File: src/rtl/b64qc_pkg.sv
`timescale 1ns / 1ps
`default_nettype none

package b64qc_pkg;

  // Padding and special alphabet characters, and the sextet and byte masks
  localparam logic [7:0] PadChar   = 8'h3D;  // '='
  localparam logic [7:0] PlusChar  = 8'h2B;  // '+'
  localparam logic [7:0] SlashChar = 8'h2F;  // '/'
  localparam logic [5:0] SixMask   = 6'h3F;
  localparam logic [7:0] ByteMask  = 8'hFF;

  // Direction register codes
  typedef enum logic {
    DIR_ENCODE = 1'b0,
    DIR_DECODE = 1'b1
  } dir_e;

  // One input quantum
  typedef struct packed {
    logic [7:0] in_0;
    logic [7:0] in_1;
    logic [7:0] in_2;
    logic [7:0] in_3;
    logic [1:0] byte_count;
  } in_t;

  // One result quantum
  typedef struct packed {
    logic [7:0] out_0;
    logic [7:0] out_1;
    logic [7:0] out_2;
    logic [7:0] out_3;
    logic       bad_char;
  } out_t;

  // Result of mapping one character back to its sextet
  typedef struct packed {
    logic       ok;
    logic [5:0] value;
  } sextet_t;

  // Map a sextet to its alphabet character
  function automatic logic [7:0] enc_char(input logic [5:0] v);
    logic [7:0] v8;
    logic [7:0] ch;
    v8 = {2'b00, v};
    if (v8 < 8'd26) begin
      ch = v8 + 8'd65;           // 'A'
    end else if (v8 < 8'd52) begin
      ch = v8 + 8'd71;           // 'a' - 26
    end else if (v8 < 8'd62) begin
      ch = v8 - 8'd4;            // '0' - 52
    end else if (v8 == 8'd62) begin
      ch = PlusChar;
    end else begin
      ch = SlashChar;
    end
    return ch;
  endfunction

  // Map a character to its sextet; pad is accepted as zero when allowed
  function automatic sextet_t dec_char(input logic [7:0] c, input logic pad_ok);
    sextet_t    r;
    logic [7:0] d;
    r = '0;
    d = '0;
    if (c >= 8'h41 && c <= 8'h5A) begin
      d = c - 8'h41;
      r.ok = 1'b1;
    end else if (c >= 8'h61 && c <= 8'h7A) begin
      d = c - 8'h47;             // 'a' - 26
      r.ok = 1'b1;
    end else if (c >= 8'h30 && c <= 8'h39) begin
      d = c + 8'd4;              // '0' maps to 52
      r.ok = 1'b1;
    end else if (c == PlusChar) begin
      d = 8'd62;
      r.ok = 1'b1;
    end else if (c == SlashChar) begin
      d = 8'd63;
      r.ok = 1'b1;
    end else if (pad_ok && c == PadChar) begin
      d = 8'd0;
      r.ok = 1'b1;
    end
    r.value = d[5:0] & SixMask;
    return r;
  endfunction

endpackage

`default_nettype wire

File: src/rtl/base64_quantum_codec.sv
// Datapath: an accepted quantum is held in the input register, goes through
//   one pass of encode or decode logic, and is captured in the result register.
// Throughput: one quantum per cycle; a stalled result stalls the input side
//   only once both the input and result registers hold an item.
// Reset: asynchronous, active low; clears both valid flags and sets the
//   direction register to encode.
`timescale 1ns / 1ps
`default_nettype none

module base64_quantum_codec (
  input  wire               clk_i,
  input  wire               rst_ni,
  input  wire               cfg_we_i,
  input  wire               cfg_wdata_i,
  input  wire               in_valid_i,
  output logic              in_ready_o,
  input  b64qc_pkg::in_t    in_data_i,
  output logic              out_valid_o,
  input  wire               out_ready_i,
  output b64qc_pkg::out_t   out_data_o
);
  import b64qc_pkg::*;

  dir_e  dir_q;
  logic  in_valid_q;
  in_t   in_data_q;
  logic  res_valid_q;
  out_t  res_data_q, res_data_d;
  out_t  enc_res, dec_res;
  logic  res_ready;

  // Direction register
  always_ff @(posedge clk_i or negedge rst_ni) begin
    if (!rst_ni) begin
      dir_q <= DIR_ENCODE;
    end else if (cfg_we_i) begin
      dir_q <= dir_e'(cfg_wdata_i);
    end
  end

  // Stage handshakes
  assign res_ready  = ~res_valid_q | out_ready_i;
  assign in_ready_o = ~in_valid_q | res_ready;

  // Input register
  always_ff @(posedge clk_i or negedge rst_ni) begin
    if (!rst_ni) begin
      in_valid_q <= 1'b0;
    end else if (in_ready_o) begin
      in_valid_q <= in_valid_i;
    end
  end

  always_ff @(posedge clk_i) begin
    if (in_valid_i && in_ready_o) begin
      in_data_q <= in_data_i;
    end
  end

  // Transcode
  b64qc_enc u_enc (
    .quantum_i (in_data_q),
    .result_o  (enc_res)
  );

  b64qc_dec u_dec (
    .quantum_i (in_data_q),
    .result_o  (dec_res)
  );

  assign res_data_d = (dir_q == DIR_DECODE) ? dec_res : enc_res;

  // Result register
  always_ff @(posedge clk_i or negedge rst_ni) begin
    if (!rst_ni) begin
      res_valid_q <= 1'b0;
    end else if (res_ready) begin
      res_valid_q <= in_valid_q;
    end
  end

  always_ff @(posedge clk_i) begin
    if (in_valid_q && res_ready) begin
      res_data_q <= res_data_d;
    end
  end

  assign out_valid_o = res_valid_q;
  assign out_data_o  = res_data_q;

  // Checks
  bad_char_zero_bytes: assert property (@(posedge clk_i) disable iff (!rst_ni)
    out_valid_o && out_data_o.bad_char |->
      out_data_o.out_0 == 8'h00 && out_data_o.out_1 == 8'h00 &&
      out_data_o.out_2 == 8'h00 && out_data_o.out_3 == 8'h00)
    else $error("bad_char result carries nonzero bytes");

  held_input_kept: assert property (@(posedge clk_i) disable iff (!rst_ni)
    in_valid_q && !res_ready |=> in_valid_q && $stable(in_data_q))
    else $error("stalled input register lost its item");

  advance_to_result: assert property (@(posedge clk_i) disable iff (!rst_ni)
    in_valid_q && res_ready |=> out_valid_o)
    else $error("item in input register did not reach the result register");

endmodule

`default_nettype wire

File: src/rtl/b64qc_enc.sv
`timescale 1ns / 1ps
`default_nettype none

module b64qc_enc (
  input  b64qc_pkg::in_t  quantum_i,
  output b64qc_pkg::out_t result_o
);
  import b64qc_pkg::*;

  logic [7:0]  b0, b1, b2;
  logic [23:0] word;

  // Zero the bytes past the count
  assign b0   = (quantum_i.byte_count >= 2'd1) ? quantum_i.in_0 : 8'h00;
  assign b1   = (quantum_i.byte_count >= 2'd2) ? quantum_i.in_1 : 8'h00;
  assign b2   = (quantum_i.byte_count == 2'd3) ? quantum_i.in_2 : 8'h00;
  assign word = {b0, b1, b2};

  // Look up the four characters and apply padding
  always_comb begin
    result_o          = '0;
    result_o.out_0    = enc_char(word[23:18]);
    result_o.out_1    = enc_char(word[17:12]);
    result_o.out_2    = enc_char(word[11:6]);
    result_o.out_3    = enc_char(word[5:0]);
    result_o.bad_char = 1'b0;
    case (quantum_i.byte_count)
      2'd1: begin
        result_o.out_2 = PadChar;
        result_o.out_3 = PadChar;
      end
      2'd2: begin
        result_o.out_3 = PadChar;
      end
      default: begin
      end
    endcase
  end

endmodule

`default_nettype wire

File: src/rtl/b64qc_dec.sv
`timescale 1ns / 1ps
`default_nettype none

module b64qc_dec (
  input  b64qc_pkg::in_t  quantum_i,
  output b64qc_pkg::out_t result_o
);
  import b64qc_pkg::*;

  sextet_t     s0, s1, s2, s3;
  logic        all_ok;
  logic [23:0] word;

  // Map each character back; pad is legal in the last two places only
  assign s0     = dec_char(quantum_i.in_0, 1'b0);
  assign s1     = dec_char(quantum_i.in_1, 1'b0);
  assign s2     = dec_char(quantum_i.in_2, 1'b1);
  assign s3     = dec_char(quantum_i.in_3, 1'b1);
  assign all_ok = s0.ok & s1.ok & s2.ok & s3.ok;
  assign word   = {s0.value, s1.value, s2.value, s3.value};

  // Drop the bytes on an invalid character
  always_comb begin
    result_o          = '0;
    result_o.bad_char = ~all_ok;
    if (all_ok) begin
      result_o.out_0 = word[23:16] & ByteMask;
      result_o.out_1 = word[15:8] & ByteMask;
      result_o.out_2 = word[7:0] & ByteMask;
    end
  end

endmodule

`default_nettype wire

File: config.mk
export PLATFORM = sky130hd
export DESIGN_NAME = base64_quantum_codec
export DESIGN_NICKNAME = d
export VERILOG_FILES = /design/src/rtl/b64qc_pkg.sv /design/src/rtl/base64_quantum_codec.sv /design/src/rtl/b64qc_enc.sv /design/src/rtl/b64qc_dec.sv
export SDC_FILE = /design/constraint.sdc
export NUM_CORES = 1
export LEC_CHECK = 0
export BUFFER_PORTS_ARGS = -buffer_cell sky130_fd_sc_hd__clkbuf_2
export CELL_PAD_IN_SITES_DETAIL_PLACEMENT = 1
export CELL_PAD_IN_SITES_GLOBAL_PLACEMENT = 1
export CORE_MARGIN = 2
export CORE_UTILIZATION = 46
export CTS_CLUSTER_SIZE = 10
export DETAILED_ROUTE_END_ITERATION = 10
export PLACE_DENSITY = 0.86
export SLEW_MARGIN = 20
export SYNTH_ARGS = -nofsm -noshare
export SYNTH_HDL_FRONTEND = slang
export SYNTH_SLANG_ARGS = --single-unit
File: constraint.sdc
create_clock -name clk_i -period 3.24 [get_ports clk_i]
set_input_delay 0.648 -clock clk_i [delete_from_list [all_inputs] [get_ports clk_i]]
set_output_delay 0.648 -clock clk_i [all_outputs]
set_load 0.1 [all_outputs]
### Yosys cells after proc, flatten, opt, wreduce, memory -nomap -nowiden

Cells that the tools add are included.

| operators by class | value |
|---|---|
| $add $sub $neg | 24 |
| order comparisons | 38 |
| equality and inequality tests | 17 |
| muxes and demuxes | 65 |
| bitwise operators | 8 |
| reductions and logical operators | 16 |

Operator list:

| operator | count |
|---|---|
| $mux W8 | 17 |
| $mux W6 | 20 |
| $eq A8 B6 Y1 const B | 10 |
| $add A6 B7 Y8 const B | 8 |
| $ge A8 B7 Y1 const B | 8 |
| $le A8 B7 Y1 const B | 8 |
| $lt A6 B6 Y1 const B | 8 |
| $mux W33 | 1 |
| $ge A8 B6 Y1 const B | 4 |
| $le A8 B6 Y1 const B | 4 |
| $sub A6 B3 Y7 const B | 4 |
| $add A6 B3 Y6 const B | 4 |
| $eq A6 B6 Y1 const B | 4 |
| $lt A6 B5 Y1 const B | 4 |
| $mux W24 | 1 |
| $sub A6 B1 Y6 const B | 4 |
| $sub A6 B3 Y6 const B | 4 |
| $mux W1 | 22 |
| $logic_and A1 B1 Y1 | 14 |
| $mux W3 | 4 |
| $eq A2 B2 Y1 const B | 2 |
| $and A1 B1 Y1 | 3 |
| $not A1 Y1 | 3 |
| $reduce_or A3 Y1 | 1 |
| 5 further kinds | 6 |

| storage, ports and cells | value |
|---|---|
| flip-flop bits (word level) | 70 |
| output and inout bits | 35 |

### Longest topological paths before layout

Gate-level depths: netlist of the first run.

| depth | value |
|---|---|
| depth in word-level cells | 11 |
| gate-level depth with buffers | 13 |

### Modules after synthesis

A second synthesis of the first run with hierarchy kept.

| unflattened totals | value |
|---|---|
| cell total of the unflattened synthesis | 724 |
| area total of the unflattened synthesis | 6,742.7 um^2 |

By module, submodules not included:

| module | times used | cells an instance | area an instance (um^2) |
|---|---|---|---|
| base64_quantum_codec | 1 | 114 | 2,688.8 |
| b64qc_dec | 1 | 340 | 2,331.0 |
| b64qc_enc | 1 | 270 | 1,722.9 |

### Least setup slack after synthesis of the first run

OpenSTA, ideal clock, no wires.

| timing | value |
|---|---|
| kind | register to register |
| from | reg res_valid_q (netlist: out_valid_o) |
| to | reg in_data_q[0] in the netlist's numbering, enable pin |
| arrival time | 2.800 ns |
| required time | 2.824 ns |
| slack | 0.025 ns |
| cell stages (with the launch flop) | 3 |
| path buffers | 0 |
| period minus slack after synthesis | 3.215 ns |
| cell sequence | dfrtp_1 > nand3b_1 > and2_1 |

| on the way | value |
|---|---|
| word-level cells in the longest chain between the ends | 4 |

Ends and longest elaborated chain:

| item | RTL line | RTL |
|---|---|---|
| start, declared | base64_quantum_codec.sv:27 | `logic res_valid_q;` |
| start signal, assigned | base64_quantum_codec.sv:78 | `res_valid_q <= in_valid_q;` |
| $not A1 Y1 | base64_quantum_codec.sv:42 | `assign res_ready = ~res_valid_q \| out_ready_i;` |
| $or A1 B1 Y1 | base64_quantum_codec.sv:42 |  |
| $or A1 B1 Y1 | base64_quantum_codec.sv:43 | `assign in_ready_o = ~in_valid_q \| res_ready;` |
| named net in_ready_o | base64_quantum_codec.sv:16 | `output logic in_ready_o,` |
| $logic_and A1 B1 Y1 | base64_quantum_codec.sv:55 | `if (in_valid_i && in_ready_o) begin` |
| end signal, assigned | base64_quantum_codec.sv:56 | `in_data_q <= in_data_i;` |
| end, declared | base64_quantum_codec.sv:26 | `in_t in_data_q;` |

The timed path passes the listed nets, and every way through them passes these cells.
A chain may end at the register's enable or synchronous reset.

==> results list, run 1 <==
- Run status: completed
* Yosys synthesis warning count: 0
- Port-buffer cells: 74
- Net total in the final layout: 897
* Clock slew seen by the registers of the worst setup and hold paths: 60 ps
* Worst voltage drop across the vdd grid: 257.3 uV
- Share of layout cells above drive strength 1: 20.93%
* Synth-to-Final Area Change: 16.79%
* Count of final setup violators: 0
- The worst setup path is of the reg2reg kind.
- Vias in the first global route: 6,230
* Overflow left after global routing: 0
* Total negative setup slack: 0 ps
- Kind of start point of the critical path: flop
* Number of enable flip-flop cells after synthesis: 67
- Netlist area before placement: 0.006231 sq mm
* Initial antenna violation count: 1
* Post-Layout Cell Count: 974
* Die height: 120.4 microns
* Number of vias in the routed layout: 5,967
- Pre-CTS setup slack: 44.39 ps
- Filler Cells Inserted: 1,596
* Buf/Inv on CP: 2
* Final worst path period share: 95.72%
* Die X: 120.4 microns
* Post-synthesis net count: 808
- Placer Congestion: 0.9370
* Post-synthesis sequential area ratio: 33.49%
* Netlist cell types: 77
- For this run, design rule violations remaining after detail routing come to 0.
- The count of nets left with antenna violations once routing finished came out at 0.
- By instance count, the cell type seen most on the critical path is ha_1.
- At the pin with the least slew margin, the transition time is 958.9 ps.
- Overall power: 3.361 mW
- Mean post-synth cell area: 8.851 sq um
* Worst-case clock buffer depth: 2
- The worst path meets setup with 138.6 ps of slack.
- Htree depth: 3
- Cell types with the largest area share after synthesis: edfxtp_1, ha_1, nand2_1, a21oi_1, o21ai_0
- 0 antenna diodes ended up in the layout.
* Fin area: 0.007277 sq mm
- The final number of max-transition violations was 0.
* Pin count of the biggest net entering global routing: 35
- TritonCTS clock tree: yes
* Core Footprint: 0.01324 sq mm
- For this block, the initial DRC count from the detailed router was 562.
* List of cells traversed by the critical path: ha_1, or2_2, nand2_1, inv_1, ha_1, nor2_1, a211oi_1, buf_4, or4_1, a31oi_1, a31o_2
- Drt first pass iters: 4
- Max-cap violations: 0
- STA classifies the critical path endpoint as a flop.
- Post-Syn Instances: 704
- Insertion delay to the later sink of the worst-skew pair: 360 ps
* Number of placed instances, taps included: 957
- The worst path needs 3101 ps of the cycle, external delays included.
* Register bit count reported by yosys: 70
* TritonCTS buffer count: 9
* Highest cell delay on the worst timing path: 500 ps
- Global routing consumed, over all layers together, 29.66% of the routing resources.
- In the routed layout, each cell is associated on average with a via count of 6.126.
* Lkg Pwr: 3.087 nW
- Post-layout util: 54.95%
- Required time at the endpoint of the critical path: 3470 ps
- Clock Tree Root: clkbuf_16
- Slew headroom: 36.07%
- The hold violation total from the final report was 0.
* Prevailing post-synth register cell: edfxtp_1
- Worst hold margin: 88.62 ps
* Post-placement cell area: 0.006909 sq mm
* Arrival time worst endpoint: 3330 ps
* Most frequent standard cell in the layout excluding fill and tap cells: clkbuf_2
- Type of the most critical hold path: in2async
* Clock net sink count: 70
- Top-level port count: 75
- The cell family contributing the most delay on the critical path is simple AND/OR/NAND/NOR gates.
* Total routed wirelength: 21,120 microns
* Area share of the largest cell type after synthesis: 32.29%
- The floorplan step defined a die boundary enclosing 0.01449 sq mm.
- Detail-routed net length per standard cell: 21.68 microns
- Detailed placement finished with a half-perimeter wire length of 15,470 microns.
- Biggest fanout along the worst timing path: 9
- The initial utilization of the core area, before any placement, comes to 47.05%.
* Maximum clock skew at final layout: 5.771 ps
- Wire length of the first global-routing pass: 33,550 microns
- Setup repair after global routing left no endpoint under its margin.
- Cell Rows: 42
- Worst path slowest cell: edfxtp_1
* Top cell type by total area after synthesis: edfxtp_1
* Fraction of registers with async set or reset after synthesis: 4.286%
- Power density normalized to cell area: 461.9 mW/mm^2
* Maximum achievable frequency: 322.4 MHz
- Top library cells by usage in the layout, fill and taps aside: clkbuf_2, nand2_1, edfxtp_1
## metal layers
layer	global-route usage (%)	vias to the layer above	share of wire, %
li1	-	2779	-
met1	38.31	2961	43
met2	49.79	187	49
met3	4.858	40	4.7
met4	11.26	0	2.7
met5	0	-	0
## what timing repair did
action | in CTS | in global routing
pin swaps | 1 | 0
hold buffers | 0 | 0
setup buffers | 1 | 0
gates resized for setup | 0 | 10
endpoints found under the setup margin | 1 | 7
## flip-flops by register name, indices dropped and copies added (netlist names)
register     cells
out_valid_o      1
out_data_o      33
in_valid_q       1
in_data_q       34
dir_q            1
## report_power, final
part,switching (mW),internal [mW],leakage (nW)
clock network,0.456,0.687,0.159
registers,0.0668,1.09,0.686
logic,0.766,0.297,2.24
total,1.29,2.07,3.09
## kinds of logic after synthesis
logic type	after synthesis	share of synthesized area (%)
mux	7	1.165
xor+xnor	31	4.357
buf+inv	86	6.265
compound gates	218	23.78
fa+ha+maj	64	12.85
simple gates	228	18.09
flops	70	33.49
## layout make-up
cell class	instances	area, sq um	share of cell area [%]
Clock inverter	7	105.1	1.444
Timing Repair Buffer	113	663.1	9.113
Clock buffer	9	225.2	3.095
Multi-Input combinational cell	548	3785	52.01
Sequential cell	70	2087	28.68
Inverter	51	191.4	2.631
Tap cell	176	220.2	3.026
## cell usage after synthesis, drive strengths merged, types with 3 or more instances
cell type,number
mux2i,5
or3,6
nand3,19
nor2b,12
nand2,72
ha,64
a21o,5
o211ai,11
a211oi,14
and2,9
o221ai,5
buf,11
a221oi,7
a221o,3
a31oi,15
o21ai,45
nand4b,3
a21oi,48
o22ai,13
o221a,3
o21a,3
and3,4
edfxtp,67
nor2,51
a311oi,3
nand4,3
clkbuf,23
xnor2,14
a22oi,4
nand2b,6
inv,50
a31o,9
o31ai,5
nor4,6
xor2,17
dfrtp,3
nor3,15
or2,4
nand3b,5
## worst paths after layout
| kind | startpoint | end | slack [ps] | cells after the start |
|---|---|---|---|---|
| max | in_data_q[1] | out_data_o[22] | 140 | 11 |
| min | rst_ni | dir_q | 90 | 1 |
| max reg2reg | in_data_q[1] | out_data_o[22] | 140 | 11 |
| min reg2reg | in_valid_q | out_valid_o | 510 | 1 |
| max in group asynchronous | rst_ni | out_valid_o | 3030 | 1 |
| min in group clk_i | in_data_i[14] | in_data_q[14] | 460 | 1 |
Note: power is estimated with default switching activity, not from simulation.
==> inputs of run 2 (changes only) <==
CELL_PAD_IN_SITES_DETAIL_PLACEMENT = default   (was 1)
CELL_PAD_IN_SITES_GLOBAL_PLACEMENT = default   (was 1)
CORE_UTILIZATION = 48   (was 46)
MAX_ROUTING_LAYER = met4   (was default)
PLACE_DENSITY = 0.72   (was 0.86)
SETUP_SLACK_MARGIN = 0.2   (was default)
==> results list, run 2 (same netlist as run 1, synthesis figures left out) <==
* Max-cap violations: 0 (unchanged)
- Number of placed instances, taps included: 959 (was 957)
- Total DRC errors in the routed layout: 0 (unchanged)
* Lkg Pwr: 3.130 nW (was 3.087 nW)
- The full die area came to 0.01391 sq mm (was 0.01449 sq mm).
* Worst voltage drop across the vdd grid: 343.4 uV (was 257.3 uV)
* Top-level port count: 75 (unchanged)
- The total CTS buffers came to 9 (unchanged).
- RSZ-0062 raised after global routing: yes (was no).
* Logic pwr share: 32.5% (was 31.6%)
- Placer Congestion: 0.9810 (was 0.9370)
- The data arrival time of the critical path was 3090 ps (was 3330 ps).
- The H-tree depth reported by CTS is 3 (unchanged).
* Final worst path period share: 90.58% (was 95.72%)
- The pin count of the biggest net entering global routing is 47 (was 35).
* Most frequent standard cell in the layout excluding fill and tap cells: clkbuf_2 (unchanged)
- The required time at the worst-slack endpoint came to 3400 ps (was 3470 ps).
- Run status: completed (unchanged).
- Net total in the final layout: 908 (was 897)
- Kind of start point of the critical path: flop (unchanged)
* Overflow left after global routing: 0 (unchanged)
* Final Max Slew Viols: 0 (unchanged)
- Max FFs per register: 34 (unchanged)
- The global-route wire length before repair was 28,530 microns (was 33,550 microns).
- Number of vias in the routed layout: 5,920 (was 5,967)
- Cell Rows: 41 (was 42)
- Total routed wirelength: 17,740 microns (was 21,120 microns)
- The shortest period the worst path allows came to 2935 ps (was 3101 ps).
- The total setup violations reported at the end of the flow was 0 (unchanged).
- The via count of the first global-routing pass came to 5,510 (was 6,230).
* Antenna diodes: 0 (unchanged)
- Worst-case clock buffer depth: 2 (unchanged)
- Post-layout util: 58.02% (was 54.95%)
* Clock slew seen by the registers of the worst setup and hold paths: 60 ps (about the same)
- Count of routing violations after the opening detailed-route iteration: 603 (was 562)
- Die X: 117.9 microns (was 120.4 microns)
- The area growth from synthesis to final layout came to 17.99% (was 16.79%).
- The fraction of final layout cells sized beyond drive strength 1 came to 21.88% (was 20.93%).
* HPWL Detailed: 13,230 microns (was 15,470 microns)
- The register containing the most flip-flops in the final layout is in_data_q (unchanged).
- The global-route usage over all layers was 26.46% (was 29.66%).
- The fmax came to 340.8 MHz (was 322.4 MHz).
* Power density normalized to cell area: 439.9 mW/mm^2 (was 461.9 mW/mm^2)
- The routed length per instance was 18.08 microns (was 21.68 microns).
- Port-buffer cells: 74 (unchanged)
- The total negative slack was 0 ps (unchanged).
- The cell-internal power was 2.061 mW (was 2.073 mW).
* Core Footprint: 0.01267 sq mm (was 0.01324 sq mm)
- Post-Layout Cell Count: 981 (was 974)
- Clock net sink count: 70 (unchanged)
- Net Sw Power: 1.173 mW (was 1.288 mW)
- Type of the most critical hold path: in2async (unchanged)
- Post-detailed-route count of antenna-violating nets: 0 (unchanged)
* Path type of the worst setup path: reg2reg (unchanged)
- Vias per cell: 6.035 (was 6.126)
- The final setup skew came to 5.977 ps (was 5.771 ps).
- TritonCTS clock tree: yes (unchanged)
- The initial core utilization is 49.18% (was 47.05%).
- Worst hold margin: 90.09 ps (was 88.62 ps)
- Endpoint class of the critical path: flop (unchanged)
- Top library cells by usage in the layout, fill and taps aside: clkbuf_2, nand2_1, edfxtp_1 (unchanged).
- Slew headroom: 36.16% (was 36.07%)
* Hold Fails Final Rpt: 0 (unchanged)
- The clock root buffer was clkbuf_16 (unchanged).
* Clock Power Share: 32.1% (was 34.0%)
- Die height: 117.9 microns (was 120.4 microns)
- The maximum fanout count along the critical path was 12 (was 9).
- Drt first pass iters: 8 (was 4)
* Slew at the pin closest to its max-slew limit: 957.6 ps (was 958.9 ps)
* Share of total power consumed by net switching: 36.27% (was 38.33%)
- Register share of total power: 35.4% (was 34.4%)
* Initial antenna violation count: 0 (was 1)
- Insertion delay to the later sink of the worst-skew pair: 350 ps (was 360 ps)
-- run 2: metal layers --
layer / part of all wire, % / global-route usage [%] / wire length (microns) / vias to the layer above
met2: 46 / 39.61 / 8174 / 310
met1: 44 / 35.72 / 7739 / 2758
met3: 8.0 / 6.056 / 1411 / 49
li1: - / - / - / 2803
met5: 0 / - / 0 / -
met4: 2.3 / 8.133 / 410 / 0
-- run 2: layout make-up --
type	count	area [sq um]
sequential	70	2087
clock inverter	6	76.32
timing repair buffer	124	758.2
multi-input combinational	548	3795
tap	172	215.2
clock buffer	10	229.0
fill	1160	5319
inverter	51	191.4
-- run 2: what timing repair did --
item                                    in CTS  in global routing
buffers inserted                             0                  6
gates resized for setup                      1                 12
endpoints found under the setup margin       1                 11
hold buffers                                 0                  0
endpoints found under the hold margin        0                  0
pin swaps                                    0                  1
-- run 2: worst paths after layout --
| kind | startpoint | endpoint | slack, ps | cells past startpoint |
|---|---|---|---|---|
| setup / recovery | in_data_q[21] | out_data_o[18] | 310 | 8 |
| hold / removal | rst_ni | in_valid_q | 90 | 1 |
| setup reg to reg | in_data_q[21] | out_data_o[18] | 310 | 8 |
| hold reg to reg | in_valid_q | out_valid_o | 490 | 1 |
| max in group asynchronous | rst_ni | dir_q | 3040 | 1 |
| min in group clk_i | in_data_i[28] | in_data_q[28] | 470 | 1 |
-- run 2: per-stage QoR --
step                total power [mW]  setup slack (ps)  area [sq um]
CTS                            3.228             210.9          7268
global route                   3.370             170.9          7352
global placement               2.179             236.0          6962
finish                         3.234             305.3          7352
detailed placement             2.184             132.7          6962
floorplan                      1.934             249.5          6232
-- run 2: power by group through the flow --
stage	Clock (mW)	Combinational (mW)	Sequential (mW)
after global routing	1.09	1.12	1.15
after floorplan	0	0.488	1.45
after detailed placement	0	1.02	1.17
after CTS	1.06	1.02	1.15
after global placement	0	1.01	1.16
final	1.04	1.05	1.15
-- run 2: critical path, cell delays in order, from the launching register on --
cell and delay, ps:
edfxtp_1 620, inv_1 180, ha_1 230, and2b_2 200
a221o_1 380, a222oi_1 460, nand2_2 180, buf_4 210
a211oi_1 280
==> inputs of run 3 (changes only) <==
clock period = 3.1 ns   (was 3.24 ns; I/O delays follow)
==> results list, run 3 (same netlist as run 1, synthesis figures left out) <==
- Run status: completed (unchanged).
- Worst-case clock buffer depth: 2 (unchanged)
- Total negative setup slack: 0 ps (unchanged)
- The fmax came to 357.5 MHz (was 340.8 MHz).
- The kind of end point of the critical path is a flop (unchanged).
* Hold-fix buffer count after cts: 0 (unchanged)
- Crit path setup slack, layout: 303.2 ps (was 305.3 ps)
* Total DRC errors in the routed layout: 0 (unchanged)
- The relative slew slack is 38.33% (was 36.16%).
* Global router's overall resource usage: 25.92% (was 26.46%)
- The final setup skew came to 7.321 ps (was 5.977 ps).
* Vias in the first global route: 5,401 (was 5,510)
- Starting utilization of the core area: 49.18% (unchanged)
- The hold violation total from the final report was 0 (unchanged).
- Slew at the pin closest to its max-slew limit: 925.1 ps (was 957.6 ps)
- Antenna diodes: 0 (unchanged)
- The data arrival time of the critical path is 2860 ps (was 3090 ps).
- The kind of start point of the critical path was a flop (unchanged).
- Drt first pass iters: 5 (was 8)
* Clock slew seen by the registers of the worst setup and hold paths: 60 ps (about the same)
* Initial antenna violation count: 0 (unchanged)
- The row count was 41 (unchanged).
- RSZ-0062 raised after global routing: yes (unchanged)
- Worst hold margin: 65.50 ps (was 90.09 ps)
- The start of the worst register-to-register path was in_data_q[0] (was in_data_q[21]).
* Highest cell delay on the worst timing path: 420 ps (was 620 ps)
- The clock latency on the worst-skew pair is 350 ps (about the same).
- The placeable core area came to 0.01267 sq mm (unchanged).
- Die height: 117.9 microns (unchanged)
* Filler Cells Inserted: 1,133 (was 1,160)
- The total routed wirelength is 17,820 microns (was 17,740 microns).
* Die X: 117.9 microns (unchanged)
- Pre-CTS setup slack: 163.3 ps (was 132.7 ps)
- Synth-to-Final Area Change: 18.90% (was 17.99%)
* Required time at the endpoint of the critical path: 3170 ps (was 3400 ps)
- Count of routing violations after the opening detailed-route iteration: 527 (was 603)
- Placer Congestion: 0.9667 (was 0.9810)
* Slack of the worst reg-to-reg path: 300 ps (was 310 ps)
* Net total in the final layout: 916 (was 908)
- The routed length per instance came to 18.02 microns (was 18.08 microns).
- The full die area was 0.01391 sq mm (unchanged).
* Top library cells by usage in the layout, fill and taps aside: clkbuf_2, nand2_1, edfxtp_1 (unchanged)
* Htree depth: 3 (unchanged)
* Power density normalized to cell area: 454.1 mW/mm^2 (was 439.9 mW/mm^2)
- Worst voltage drop across the vdd grid: 299.8 uV (was 343.4 uV)
* List of cells traversed by the critical path: inv_1, ha_1, or2_4, nand2_1, inv_1, ha_2, nor2_1, a211oi_1, buf_4, nand2_1, o221ai_1, a211o_1, o31ai_2 (was inv_1, ha_1, and2b_2, a221o_1, a222oi_1, nand2_2, buf_4, a211oi_1)
* Top-level port count: 75 (unchanged)
- The CTS sink count was 70 (unchanged).
* Post-detailed-route count of antenna-violating nets: 0 (unchanged)
- Overflow left after global routing: 0 (unchanged)
* Lkg Pwr: 3.157 nW (was 3.130 nW)
- The number of buffers added on ports was 74 (unchanged).
* HPWL Detailed: 13,210 microns (was 13,230 microns)
* Max FFs per register: 34 (unchanged)
- The total vias in the final route came to 5,923 (was 5,920).
* Most frequent standard cell in the layout excluding fill and tap cells: clkbuf_2 (unchanged)
* Final Max Slew Viols: 0 (unchanged)
* Share of layout cells above drive strength 1: 23.26% (was 21.88%)
* Area of the multi-input gates: 0.003805 sq mm (was 0.003795 sq mm)
- The shortest period the worst path allows is 2797 ps (was 2935 ps).
- The library cell contributing the largest single delay on the critical path is edfxtp_1 (unchanged).
- The register containing the most flip-flops in the final layout is in_data_q (unchanged).
- The total setup violations reported at the end of the flow was 0 (unchanged).
- Wire length of the first global-routing pass: 28,070 microns (was 28,530 microns)
- Clock Tree Root: clkbuf_16 (unchanged)
- The portion of the clock cycle consumed by the worst path in the final layout came to 90.22% (was 90.58%).
* Biggest fanout along the worst timing path: 9 (was 12)
- The register area came to 0.002088 sq mm (was 0.002087 sq mm).
* Max-cap violations: 0 (unchanged)
- The worst setup path category is reg2reg (unchanged).
* TritonCTS clock tree: yes (unchanged)
- Endpoint of the worst-slack reg-to-reg timing path: out_data_o[19] (was out_data_o[18])
- Vias per cell: 5.989 (was 6.035)
* Pin count of the biggest net entering global routing: 35 (was 47)
- The total CTS buffers was 9 (unchanged).
- Number of cell instances on the worst register-to-register path: 13 (was 8)
* Type of the most critical hold path: in2async (unchanged)
- The total power came to 3.364 mW (was 3.234 mW).
-- run 3: cell count changes in the layout (fill, tap and decap cells not counted), moves of 2 or more --
cell and delta:
o31ai_2 +2, a2111oi_2 -2, clkinv_1 -3, buf_4 +9, clkbuf_8 +2, o31ai_1 -2
-- run 3: metrics by stage --
step | instance area (sq um) | util (%) | instances
after CTS | 7286 | 57.50 | 979
final | 7408 | 58.47 | 989
after global routing | 7408 | 58.47 | 989
after detailed placement | 6980 | 55.09 | 963
after floorplan | 6235 | - | 704
after global placement | 6980 | 55.09 | 963
-- run 3: how the worst max path moves through the flow --
stage	from	to	slack (ps)	cells after the start
CTS	in_data_q[0]	out_data_o[13]	170	11
global route	in_data_q[0]	out_data_o[19]	160	13
global placement	in_data_q[29]	out_data_o[11]	240	7
detailed placement	in_data_q[0]	out_data_o[13]	160	11
floorplan	in_data_q[1]	out_data_o[26]	200	12
finish	in_data_q[0]	out_data_o[19]	300	13
-- run 3: power by group --
group	internal, mW	switching [mW]	leakage, nW	total [mW]
sequential	1.14	0.0593	0.685	1.20
combinational	0.327	0.782	2.33	1.11
clock	0.666	0.392	0.146	1.06
-- run 3: area by class of cell --
cell class | count | share of cell area (%)
sequential | 70 | 28.19
clock inverter | 3 | 0.5742
clock buffer | 13 | 3.513
timing repair buffer | 132 | 10.88
inverter | 51 | 2.584
tap | 172 | 2.905
multi-input combinational | 548 | 51.36
-- run 3: worst max-delay path: cells and delay by family (launching register included) --
kind                       cells  cell delay, ps
DFF                            1             420
buffers and inverters          3             400
AOI/OAI and AO/OA              4             700
and+or+nand+nor                4             490
adders and majority gates      2             480
-- run 3: routing by layer --
metal | vias to the layer above | global-route usage [%] | wire [microns]
met2 | 290 | 39.64 | 8349
met5 | - | - | 0
met3 | 25 | 5.523 | 1392
li1 | 2812 | - | -
met4 | 0 | 7.078 | 214
met1 | 2796 | 34.92 | 7867
-- run 3: timing repair --
action	CTS	global route
buffers inserted	0	10
endpoints found under the setup margin	7	24
resized for setup	2	13
pin swaps	0	4
